## src/hdl/tdpt_pkg.sv

```systemverilog
// Shared types and constants for the trial-division prime test core.
package tdpt_pkg;

  typedef enum logic [2:0] {
    ST_IDLE,
    ST_LOAD,
    ST_DIV,
    ST_CHECK,
    ST_DONE
  } tdpt_state_e;

  localparam int unsigned OUT_W        = 8;
  localparam int unsigned SMALL_IDX_W  = 2;
  localparam logic [1:0]  SMALL_LAST   = 2'd3;
  localparam logic [3:0]  FIRST_ODD    = 4'd11;
  localparam logic [3:0]  ODD_STEP     = 4'd2;

  // small primes tried before the odd divisor sweep
  function automatic logic [3:0] small_prime(input logic [SMALL_IDX_W-1:0] idx);
    logic [3:0] p;
    case (idx)
      2'd0:    p = 4'd2;
      2'd1:    p = 4'd3;
      2'd2:    p = 4'd5;
      2'd3:    p = 4'd7;
      default: p = 4'd2;
    endcase
    return p;
  endfunction

endpackage

```

## src/hdl/tdpt_divider.sv

```systemverilog
// Radix-2 restoring divider, one quotient bit per cycle.
module tdpt_divider #(
  parameter int unsigned VALUE_BITS = 32
) (
  input  logic                  clk_i,
  input  logic                  rst_ni,
  input  logic                  start_i,
  input  logic [VALUE_BITS-1:0] dividend_i,
  input  logic [VALUE_BITS-1:0] divisor_i,
  output logic                  busy_o,
  output logic [VALUE_BITS-1:0] quotient_o,
  output logic [VALUE_BITS-1:0] remainder_o
);

  localparam int unsigned CntW = $clog2(VALUE_BITS + 1);

  logic                  busy_q, busy_d;
  logic [CntW-1:0]       cnt_q, cnt_d;
  logic [VALUE_BITS-1:0] rem_q, rem_d;
  logic [VALUE_BITS-1:0] quo_q, quo_d;
  logic [VALUE_BITS-1:0] div_q, div_d;
  logic [VALUE_BITS+1:0] diff;

  assign diff = {1'b0, rem_q, quo_q[VALUE_BITS-1]} - {2'b00, div_q};

  always_comb begin
    busy_d = busy_q;
    cnt_d  = cnt_q;
    rem_d  = rem_q;
    quo_d  = quo_q;
    div_d  = div_q;
    if (start_i) begin
      busy_d = 1'b1;
      cnt_d  = CntW'(VALUE_BITS);
      rem_d  = '0;
      quo_d  = dividend_i;
      div_d  = divisor_i;
    end else if (busy_q) begin
      cnt_d  = cnt_q - CntW'(1);
      busy_d = (cnt_q != CntW'(1));
      if (!diff[VALUE_BITS+1]) begin
        rem_d = diff[VALUE_BITS-1:0];
        quo_d = {quo_q[VALUE_BITS-2:0], 1'b1};
      end else begin
        rem_d = {rem_q[VALUE_BITS-2:0], quo_q[VALUE_BITS-1]};
        quo_d = {quo_q[VALUE_BITS-2:0], 1'b0};
      end
    end
  end

  always_ff @(posedge clk_i or negedge rst_ni) begin
    if (!rst_ni) begin
      busy_q <= 1'b0;
      cnt_q  <= '0;
    end else begin
      busy_q <= busy_d;
      cnt_q  <= cnt_d;
    end
  end

  always_ff @(posedge clk_i) begin
    rem_q <= rem_d;
    quo_q <= quo_d;
    div_q <= div_d;
  end

  assign busy_o      = busy_q;
  assign quotient_o  = quo_q;
  assign remainder_o = rem_q;

`ifndef SYNTHESIS
  a_busy_cnt: assert property (@(posedge clk_i) disable iff (!rst_ni)
    busy_q |-> cnt_q != '0)
    else $error("divider busy with zero count");
  a_rem_lt_div: assert property (@(posedge clk_i) disable iff (!rst_ni)
    $fell(busy_q) && div_q != '0 |-> rem_q < div_q)
    else $error("remainder not below divisor");
`endif

endmodule

```

## src/hdl/trial_division_prime_test_core.sv

```systemverilog
// Trial-division primality test: top level with sequencer and output register.
//
// Accepts one signed VALUE_BITS-bit integer and returns one item with is_prime.
// Negative values, 0 and 1 skip the divider and go straight to ST_DONE.
// Otherwise the divisors 2, 3, 5 and 7 are tried, then 11, 13, 15, ... while
// divisor <= value / divisor, until one divides the value; each trial runs on
// the single shared radix-2 divider. s_axis_tready_o is high only between items.
module trial_division_prime_test_core #(
  parameter int unsigned VALUE_BITS = 32,
  localparam int unsigned InW = ((VALUE_BITS + 7) / 8) * 8
) (
  input  logic                       clk_i,
  input  logic                       rst_ni,
  input  logic                       s_axis_tvalid_i,
  output logic                       s_axis_tready_o,
  input  logic [InW-1:0]             s_axis_tdata_i,   // [VALUE_BITS-1:0] value
  output logic                       m_axis_tvalid_o,
  input  logic                       m_axis_tready_i,
  output logic [tdpt_pkg::OUT_W-1:0] m_axis_tdata_o    // [0] is_prime
);

  import tdpt_pkg::*;

  tdpt_state_e             state_q, state_d;
  logic [VALUE_BITS-1:0]   val_q, val_d;
  logic [VALUE_BITS-1:0]   dvs_q, dvs_d;
  logic [SMALL_IDX_W-1:0]  idx_q, idx_d;
  logic                    small_q, small_d;
  logic                    res_q, res_d;
  logic                    out_vld_q, out_vld_d;
  logic                    out_bit_q, out_bit_d;
  logic                    div_start;
  logic                    div_busy;
  logic [VALUE_BITS-1:0]   div_quo;
  logic [VALUE_BITS-1:0]   div_rem;
  logic [VALUE_BITS-1:0]   in_val;
  logic                    in_acc;

  assign in_val = s_axis_tdata_i[VALUE_BITS-1:0];
  assign in_acc = s_axis_tvalid_i && s_axis_tready_o;
  assign s_axis_tready_o = (state_q == ST_IDLE);

  tdpt_divider #(
    .VALUE_BITS(VALUE_BITS)
  ) u_div (
    .clk_i      (clk_i),
    .rst_ni     (rst_ni),
    .start_i    (div_start),
    .dividend_i (val_q),
    .divisor_i  (dvs_q),
    .busy_o     (div_busy),
    .quotient_o (div_quo),
    .remainder_o(div_rem)
  );

  always_comb begin
    state_d   = state_q;
    val_d     = val_q;
    dvs_d     = dvs_q;
    idx_d     = idx_q;
    small_d   = small_q;
    res_d     = res_q;
    out_vld_d = out_vld_q;
    out_bit_d = out_bit_q;
    div_start = 1'b0;

    if (out_vld_q && m_axis_tready_i) begin
      out_vld_d = 1'b0;
    end

    case (state_q)
      ST_IDLE: begin
        if (in_acc) begin
          val_d   = in_val;
          dvs_d   = VALUE_BITS'(small_prime('0));
          idx_d   = '0;
          small_d = 1'b1;
          if (in_val[VALUE_BITS-1] || in_val <= VALUE_BITS'(1)) begin
            res_d   = 1'b0;
            state_d = ST_DONE;
          end else begin
            state_d = ST_LOAD;
          end
        end
      end
      ST_LOAD: begin
        div_start = 1'b1;
        state_d   = ST_DIV;
      end
      ST_DIV: begin
        if (!div_busy) begin
          state_d = ST_CHECK;
        end
      end
      ST_CHECK: begin
        if (small_q) begin
          if (div_rem == '0) begin
            res_d   = (val_q == dvs_q);
            state_d = ST_DONE;
          end else if (idx_q == SMALL_LAST) begin
            small_d = 1'b0;
            dvs_d   = VALUE_BITS'(FIRST_ODD);
            state_d = ST_LOAD;
          end else begin
            idx_d   = idx_q + SMALL_IDX_W'(1);
            dvs_d   = VALUE_BITS'(small_prime(idx_q + SMALL_IDX_W'(1)));
            state_d = ST_LOAD;
          end
        end else begin
          if (dvs_q > div_quo) begin
            res_d   = 1'b1;
            state_d = ST_DONE;
          end else if (div_rem == '0) begin
            res_d   = 1'b0;
            state_d = ST_DONE;
          end else begin
            dvs_d   = dvs_q + VALUE_BITS'(ODD_STEP);
            state_d = ST_LOAD;
          end
        end
      end
      ST_DONE: begin
        if (!out_vld_q || m_axis_tready_i) begin
          out_vld_d = 1'b1;
          out_bit_d = res_q;
          state_d   = ST_IDLE;
        end
      end
      default: begin
        state_d = ST_IDLE;
      end
    endcase
  end

  always_ff @(posedge clk_i or negedge rst_ni) begin
    if (!rst_ni) begin
      state_q   <= ST_IDLE;
      small_q   <= 1'b1;
      idx_q     <= '0;
      dvs_q     <= '0;
      out_vld_q <= 1'b0;
    end else begin
      state_q   <= state_d;
      small_q   <= small_d;
      idx_q     <= idx_d;
      dvs_q     <= dvs_d;
      out_vld_q <= out_vld_d;
    end
  end

  always_ff @(posedge clk_i) begin
    val_q     <= val_d;
    res_q     <= res_d;
    out_bit_q <= out_bit_d;
  end

  assign m_axis_tvalid_o = out_vld_q;
  assign m_axis_tdata_o  = {{(OUT_W-1){1'b0}}, out_bit_q};

`ifndef SYNTHESIS
  a_check_div_idle: assert property (@(posedge clk_i) disable iff (!rst_ni)
    state_q == ST_CHECK |-> !div_busy)
    else $error("divider result sampled while busy");
  a_odd_divisor: assert property (@(posedge clk_i) disable iff (!rst_ni)
    !small_q && state_q != ST_IDLE && state_q != ST_DONE |-> dvs_q[0])
    else $error("even divisor in odd sweep");
`endif

endmodule

```

## config.mk

```make
export PLATFORM = sky130hd
export DESIGN_NAME = trial_division_prime_test_core
export DESIGN_NICKNAME = d
export VERILOG_FILES = /design/src/hdl/tdpt_pkg.sv /design/src/hdl/tdpt_divider.sv /design/src/hdl/trial_division_prime_test_core.sv
export SDC_FILE = /design/constraint.sdc
export NUM_CORES = 1
export LEC_CHECK = 0
export CAP_MARGIN = 40
export CELL_PAD_IN_SITES_DETAIL_PLACEMENT = 2
export CELL_PAD_IN_SITES_GLOBAL_PLACEMENT = 2
export CORE_UTILIZATION = 45
export DETAILED_ROUTE_END_ITERATION = 10
export DONT_BUFFER_PORTS = 1
export PLACE_DENSITY = 0.93
export SLEW_MARGIN = 30
export SYNTH_ARGS = -nofsm -noshare
export SYNTH_HDL_FRONTEND = slang
export SYNTH_SLANG_ARGS = --single-unit
```

## constraint.sdc

```tcl
create_clock -name clk_i -period 6.6 [get_ports clk_i]
set_clock_uncertainty 0.2 [all_clocks]
set_input_delay 1.32 -clock clk_i [delete_from_list [all_inputs] [get_ports clk_i]]
set_output_delay 1.32 -clock clk_i [all_outputs]
set_load 0.01 [all_outputs]
```

==> summary.txt, run 1 <==
Outcome
  • Status: finished, final reports clean

Layout
  • Fill cells: 2,226
  • Share of post-route cells with drive strength above 1: 5.739%
  • Synth-to-Final Area Change: 7.997%
  • Final #Nets: 1,121
  • Final instance area: 10,930 um^2
  • ANT cells: 0

Power and ir drop
  • Internal power: 0.003242 W
  • Switching part of the total: 47.05%
  • Switch Pwr: 0.002881 W
  • IR drop worst, VDD: 0.2452 mV
  • Overall Power: 0.006123 W
  • Logic gate share of total power: 50.0%
  • Power share of the clock group: 17.8%
  • Pwr dens: 560.1 nW/um^2
  • Flop pwr share: 32.3%
  • P_leak: 4.613 nW

Yosys
  • Synth top area share: 29.07%
  • Yosys reg bits: 176
  • Synth Flop Type: edfxtp_1
  • Synth Instances: 1,030
  • Sequential-to-total area share from yosys stat: 46.78%
  • EDFF count, synth: 98
  • Syn avg cell area: 9.829 um^2
  • Top cells by area, synth: edfxtp_1 29%, dfrtp_1 11%, ha_1 8.5%
  • Post-synth cell types: 63
  • Top-count cell post-synth: edfxtp_1
  • Synth warnings: 0
  • Mapped cell area: 10,120 um^2
  • Area leader, netlist: edfxtp_1
  • Synth async-reset ratio: 26.14%
  • Top cell types by occurrence after synthesis: 98 x edfxtp_1, 86 x o21ai_0, 83 x a21oi_1, 81 x nor2_1, 80 x inv_1

Global routing
  • GRT Total Usage: 34.34%
  • Vias in the first global route: 9,465
  • Total gr overflow: 0
  • First-pass GRT wire length: 59,020 um
  • Initial antenna violation count: 0
  • Pin count of the biggest net entering global routing: 74

Hold path
  • Hold Path Sink: out_bit_q$_DFFE_PP_
  • Path category of the worst min-delay check: reg2reg
  • Hold path depth: 0
  • Hold Path Origin: res_q$_SDFFCE_PN0P_

Clocking
  • Post-CTS Resized: 0
  • Sink Count: 176
  • Reg clk slew, reported paths: 0.08 ns
  • Postcts setup bufs: 0
  • Num CTS Buffers: 17
  • Post-CTS Hold Buffers: 0
  • H-tree depth: 4
  • CTS Root Cell: clkbuf_16
  • Clk_lat worst skew: 0.47 ns
  • CTS tree: done
  • Clk buf depth: 2

Die
  • # IOs: 46
  • Core Box Area: 21,960 um^2
  • Initial core utilization: 46.10%
  • Number of placement rows: 54
  • Die area: 23,100 um^2
  • DIE HEIGHT: 152.0 um
  • Die Wd: 152.0 um

Timing
  • Final setup violation count: 0
  • Slew HR: 46.10%
  • Slew Limit Fails: 0
  • RSZ-0062 raised after global routing: false
  • Tmin final: 4.101 ns
  • Setup TNS: 0 ns
  • Fin. Hold Viols: 0
  • Fin crit share: 62.14%
  • FMAX: 243.8 MHz
  • Slew @ Worst Pin: 0.8065 ns

Worst setup path
  • Max incr delay on CP: 0.71 ns
  • Worst reg2reg path startpoint: dvs_q[20]$_DFFE_PN0P_
  • Worst Path Arrival: 4.24 ns
  • Reg-to-reg setup timing slack: 2.50 ns
  • R2R depth: 9
  • Critical Path Sink Type: flop
  • CP Max Fanout: 21
  • Critical path type: reg2reg
  • Critical path launch point type: flop
  • End of the worst register-to-register path: dvs_q[22]$_DFFE_PN0P_
  • Critical-path cell with the highest stage delay: nand2_1
  • WP data required: 6.74 ns
  • CP dominant cell by count: nand2_1
  • Crit. Startpoint: dvs_q[20]$_DFFE_PN0P_
  • Worst-path cell chain: ha_1 > nand4_1 > nor4_1 > a21oi_1 > nand2_1 > o221ai_1 > nand2_1 > nand2_1 > o31ai_1

Placed design
  • RD Place Congestion: 0.8689
  • Placed inst area: 10,330 um^2
  • I/O Buffers: 0
  • HPWL Detailed: 23,620 um

Drt
  • Post-Route WL: 38,270 um
  • 1st-iter DRT viols: 462
  • Vias per std cell: 6.423
  • Vias: 8,401
  • Routed len/inst: 29.26 um
  • Remaining DRCs: 0
  • Post-DRT Antenna Nets: 0
  • Drt first pass iters: 7

Job
  • Max-Cap Viols: 0
==> layout make-up <==
cell class | count | area [um^2] | share of cell area, %
well taps | 280 | 350.3 | 3.204
inverters | 80 | 301.5 | 2.758
clock inverters | 14 | 162.7 | 1.488
multi-input cells | 732 | 4875 | 44.59
repair buffers | 8 | 67.56 | 0.6180
clock buffers | 18 | 439.2 | 4.017
flip-flops and latches | 176 | 4737 | 43.33
==> power groups by stage <==
stage | clock network [W] | logic, W | registers [W]
3_5_place_dp | 0 | 0.00284 | 0.00195
3_3_place_gp | 0 | 0.00258 | 0.00191
6_report | 0.00109 | 0.00306 | 0.00198
2_1_floorplan | 0 | 0.00213 | 0.00182
5_1_grt | 0.00113 | 0.00331 | 0.00200
4_1_cts | 0.00109 | 0.00304 | 0.00196
==> logic make-up after synthesis <==
| kind of cell | Yosys count | share of synthesized area [%] |
|---|---|---|
| AOI/OAI and AO/OA | 268 | 16.99 |
| xor gates and xnor gates | 79 | 6.835 |
| adders and majority gates | 70 | 8.726 |
| buffers and inverters | 128 | 5.327 |
| DFF | 176 | 46.78 |
| muxes | 10 | 0.9888 |
| other | 1 | 0.03704 |
| and+or+nand+nor | 298 | 14.31 |
==> critical path: cells and delay by family (launching register included) <==
family	cells	cell delay [ns]
DFF	1	0.51
and+or+nand+nor	5	1.99
AOI/OAI and AO/OA	3	0.83
adders and majority gates	1	0.43
==> how the worst max path moves through the flow <==
stage | endpoint | depth (start not counted)
6_report | dvs_q[22]$_DFFE_PN0P_ | 9
5_1_grt | dvs_q[22]$_DFFE_PN0P_ | 9
4_1_cts | dvs_q[22]$_DFFE_PN0P_ | 9
3_5_place_dp | u_div.remainder_o[4]$_SDFFE_PP0P_ | 13
3_3_place_gp | u_div.remainder_o[15]$_SDFFE_PP0P_ | 12
2_1_floorplan | dvs_q[10]$_DFFE_PN0P_ | 6
==> through the flow <==
stage	setup WS, ns	utilization (%)	cells	hold WS (ns)
global route	2.288	49.79	1308	0.2692
CTS	2.560	49.79	1308	0.2425
floorplan	3.374	-	1036	0.2003
global placement	2.583	46.96	1275	0.2106
finish	2.499	49.79	1308	0.2513
detailed placement	2.786	47.05	1276	0.2263
==> registers in the layout (all words and copies together) (netlist names) <==
signal and count:
small_q 1, u_div.div_q 32, val_q 32, m_axis_tvalid_o 1, u_div.cnt_q 6, idx_q 2
state_q 3, out_bit_q 1, u_div.busy_o 1, u_div.remainder_o 32, u_div.quotient_o 32, dvs_q 32
res_q 1
==> cell usage in the layout, fill, tap and decap left out, drive strengths merged, types with 4 or more instances in the layout <==
master,n
a211oi,6
a21o,36
nand3,22
nor3b,4
a31oi,5
o31ai,14
nand3b,4
o21bai,4
clkinv,7
nand2b,10
mux2i,10
nand2,73
ha,69
xnor2,50
inv,87
dfxtp,32
nor2b,9
buf,8
nor4,23
edfxtp,98
nor3,14
dfrtp,45
nand4,36
and3,12
o21a,7
xor2,29
a21oi,84
conb,7
o21ai,86
clkbuf,18
and2,4
nor2,81
==> layer usage <==
| metal | up-vias | track usage, % | wire, um |
|---|---|---|---|
| met5 | - | 0 | 0 |
| met4 | 0 | 19.92 | 1973 |
| met3 | 121 | 5.790 | 1771 |
| met2 | 325 | 62.06 | 19940 |
| met1 | 4293 | 38.16 | 14590 |
| li1 | 3662 | - | - |
No activity file was read; power rests on OpenSTA's default activity.
==> run 2, diff against run 1 <==
--- a/config.mk
+++ b/config.mk
@@ -8,10 +8,10 @@
 export CAP_MARGIN = 40
 export CELL_PAD_IN_SITES_DETAIL_PLACEMENT = 2
 export CELL_PAD_IN_SITES_GLOBAL_PLACEMENT = 2
-export CORE_UTILIZATION = 45
+export CORE_UTILIZATION = 38
 export DETAILED_ROUTE_END_ITERATION = 10
 export DONT_BUFFER_PORTS = 1
-export PLACE_DENSITY = 0.93
+export PLACE_DENSITY = 0.85
 export SLEW_MARGIN = 30
 export SYNTH_ARGS = -nofsm -noshare
 export SYNTH_HDL_FRONTEND = slang
==> constraint.sdc (replaced) <==
create_clock -name clk_i -period 3.6 [get_ports clk_i]
set_clock_uncertainty 0.2 [all_clocks]
set_input_delay 0.72 -clock clk_i [delete_from_list [all_inputs] [get_ports clk_i]]
set_output_delay 0.72 -clock clk_i [all_outputs]
set_load 0.01 [all_outputs]
==> summary.txt, run 2 (same netlist as run 1, synthesis figures left out) <==
Outcome
  • Status: finished, final reports clean

Layout
  • Final instance area: 11,320 um^2 (+3.5%)
  • ANT cells: 0 (unchanged)
  • Final #Nets: 1,154 (+2.9%)
  • Post-layout util: 43.32% (-6.5 points)
  • Share of post-route cells with drive strength above 1: 8.860% (+3.1 points)
  • Synth-to-Final Area Change: 11.83%
  • Fill cells: 2,756 (+24%)
  • Most frequent cells in the layout: 98 x edfxtp_1, 85 x o21ai_0, 83 x a21oi_1, 81 x nor2_1, 78 x inv_1
  • Sequential Area: 4737 um^2 (unchanged)
  • Multi-input gate area: 4916 um^2 (+0.85%)
  • Commonest non-fill, non-tap cell in the layout: edfxtp_1

Worst setup path
  • CP delay by family, top: compound AO/OA/AOI/OAI gates
  • Critical Path Sink Type: flop
  • Critical path type: reg2reg
  • Critical-path cell with the highest stage delay: edfxtp_1
  • CP Max Fanout: 21 (unchanged)
  • Crit path buf inv count: 2 (+2)
  • Critical Path Stages: 12 (+3)
  • Worst Path Arrival: 3.72 ns (-0.52 ns)
  • Critical path launch point type: flop
  • Max incr delay on CP: 0.38 ns (-0.33 ns)
  • WP data required: 3.73 ns (-3.01 ns)
  • Worst-path cell chain: inv_1 > ha_1 > a21o_1 > a21o_1 > a21oi_1 > o21a_1 > o221a_2 > o221ai_1 > nand2_1 > buf_4 > nand2_1 > o31ai_1
  • R2R depth: 12 (+3)

Global routing
  • Vias in the first global route: 8,937 (-5.6%)
  • Initial antenna violation count: 0 (unchanged)
  • Total gr overflow: 0 (unchanged)
  • Pin count of the biggest net entering global routing: 56 (-24%)
  • GRT Total Usage: 25.09% (-9.2 points)
  • First-pass GRT wire length: 51,100 um (-13%)

Power and ir drop
  • IR drop worst, VDD: 0.3479 mV (+42%)
  • P_leak: 4.795 nW (+3.9%)
  • Pwr dens: 959.9 nW/um^2 (+71%)

Clocking
  • Clk_lat worst skew: 0.44 ns (-0.03 ns)
  • Sink Count: 176 (unchanged)
  • H-tree depth: 4 (unchanged)
  • Num CTS Buffers: 17 (unchanged)
  • CTS tree: done
  • Clk buf depth: 2 (unchanged)
  • Reg clk slew, reported paths: 0.08 ns (about the same)
  • CTS Root Cell: clkbuf_16

Drt
  • Vias per std cell: 5.860 (-8.8%)
  • Post-DRT Antenna Nets: 0 (unchanged)
  • 1st-iter DRT viols: 424 (-8.2%)
  • Routed len/inst: 23.88 um (-18%)
  • Remaining DRCs: 0 (unchanged)
  • Drt first pass iters: 5 (-2)
  • Vias: 8,180 (-2.6%)
  • Post-Route WL: 33,340 um (-13%)

Die
  • Die area: 27,300 um^2 (+18%)
  • Core Box Area: 26,130 um^2 (+19%)
  • Initial core utilization: 38.74% (-7.4 points)
  • Number of placement rows: 59 (+9.3%)
  • # IOs: 46 (unchanged)
  • DIE HEIGHT: 165.2 um (+8.7%)
  • Die Wd: 165.2 um (+8.7%)

Placed design
  • RD Place Congestion: 0.8753 (+0.74%)
  • Placed inst area: 10,640 um^2 (+3.0%)
  • I/O Buffers: 0 (unchanged)
  • HPWL Detailed: 23,530 um (-0.36%)

Timing
  • Fin. Hold Viols: 0 (unchanged)
  • RSZ-0062 raised after global routing: true
  • FMAX: 279.0 MHz (+14%)
  • Fin crit share: 99.57% (+37 points)
  • Slew Limit Fails: 0 (unchanged)
  • Final Hold Slack: 0.1636 ns (-0.08769 ns)
  • Final setup violation count: 0 (unchanged)
  • Slew @ Worst Pin: 0.7675 ns (-0.03899 ns)
  • Slew HR: 48.83% (+2.7 points)
  • Tmin final: 3.584 ns (-0.5170 ns)

Hold path
  • Hold path depth: 0 (unchanged)
  • Path category of the worst min-delay check: in2reg

Job
  • Max-Cap Viols: 0 (unchanged)
[run 2: cell count changes in the layout (fill, tap and decap cells not counted), moves of 2 or more]
cell,before,now
buf_4,7,37
o31ai_1,13,10
o31ai_2,0,3
a2111oi_2,2,0
a2111oi_4,0,2
buf_12,0,2
inv_8,2,4
[run 2: through the flow]
stage               total power, W  cells  setup WS [ns]  TNS [ns]
CTS                        0.01085   1395        0.02781         0
global route               0.01153   1396       -0.09590   -0.2753
detailed placement        0.008758   1361        0.01878         0
finish                     0.01087   1396        0.01559         0
global placement          0.008357   1361         0.2085         0
floorplan                 0.007241   1036         0.5951         0
[run 2: layout make-up]
type                       instances  area share, %
timing repair buffer              41          3.139
tap                              335          3.702
clock inverter                    14          1.437
inverter                          80          2.664
clock buffer                      18          3.791
multi-input combinational        732          43.42
sequential                       176          41.84
[run 2: metal layers]
metal	global-route usage [%]	wire, um	vias up	part of all wire, %
met4	8.257	996	0	3.0
li1	-	-	3717	-
met5	0	0	-	0
met1	31.91	14490	4174	43
met3	3.372	1278	66	3.8
met2	43.69	16580	223	50
[run 2: final timing paths]
path                                                from                         end  slack [ns]
max                        u_div.quotient_o[9]$_DFFE_PP_       dvs_q[20]$_DFFE_PN0P_        0.02
max in group asynchronous                         rst_ni         small_q$_DFFE_PN1P_        2.33
min reg2reg                          res_q$_SDFFCE_PN0P_         out_bit_q$_DFFE_PP_        0.25
max reg2reg                u_div.quotient_o[9]$_DFFE_PP_       dvs_q[20]$_DFFE_PN0P_        0.02
min in group asynchronous                         rst_ni  u_div.cnt_q[1]$_DFFE_PN0P_        0.57
min                                    s_axis_tdata_i[3]          val_q[3]$_DFFE_PP_        0.16
[run 2: what timing repair did]
action	in CTS	in global routing
hold buffers	2	0
pin swaps	0	2
hold endpoints to repair	46	0
cloned	0	0
setup buffers	0	1
endpoints found under the setup margin	2	5
resized for setup	2	6
[run 2: report_power, final]
part	switching [W]	total [W]	internal, W
Combinational	0.00331	0.00537	0.00206
Sequential	0.000600	0.00360	0.00300
Clock	0.000963	0.00190	0.000937
Total	0.00487	0.0109	0.00599
[run 2: worst register-to-register path, delay by kind of cell, from the launching register on]
kind / cells / cell delay, ns
compound gates: 7 / 1.70
fa+ha+maj: 1 / 0.30
buf+inv: 2 / 0.40
flops: 1 / 0.38
simple gates: 2 / 0.49
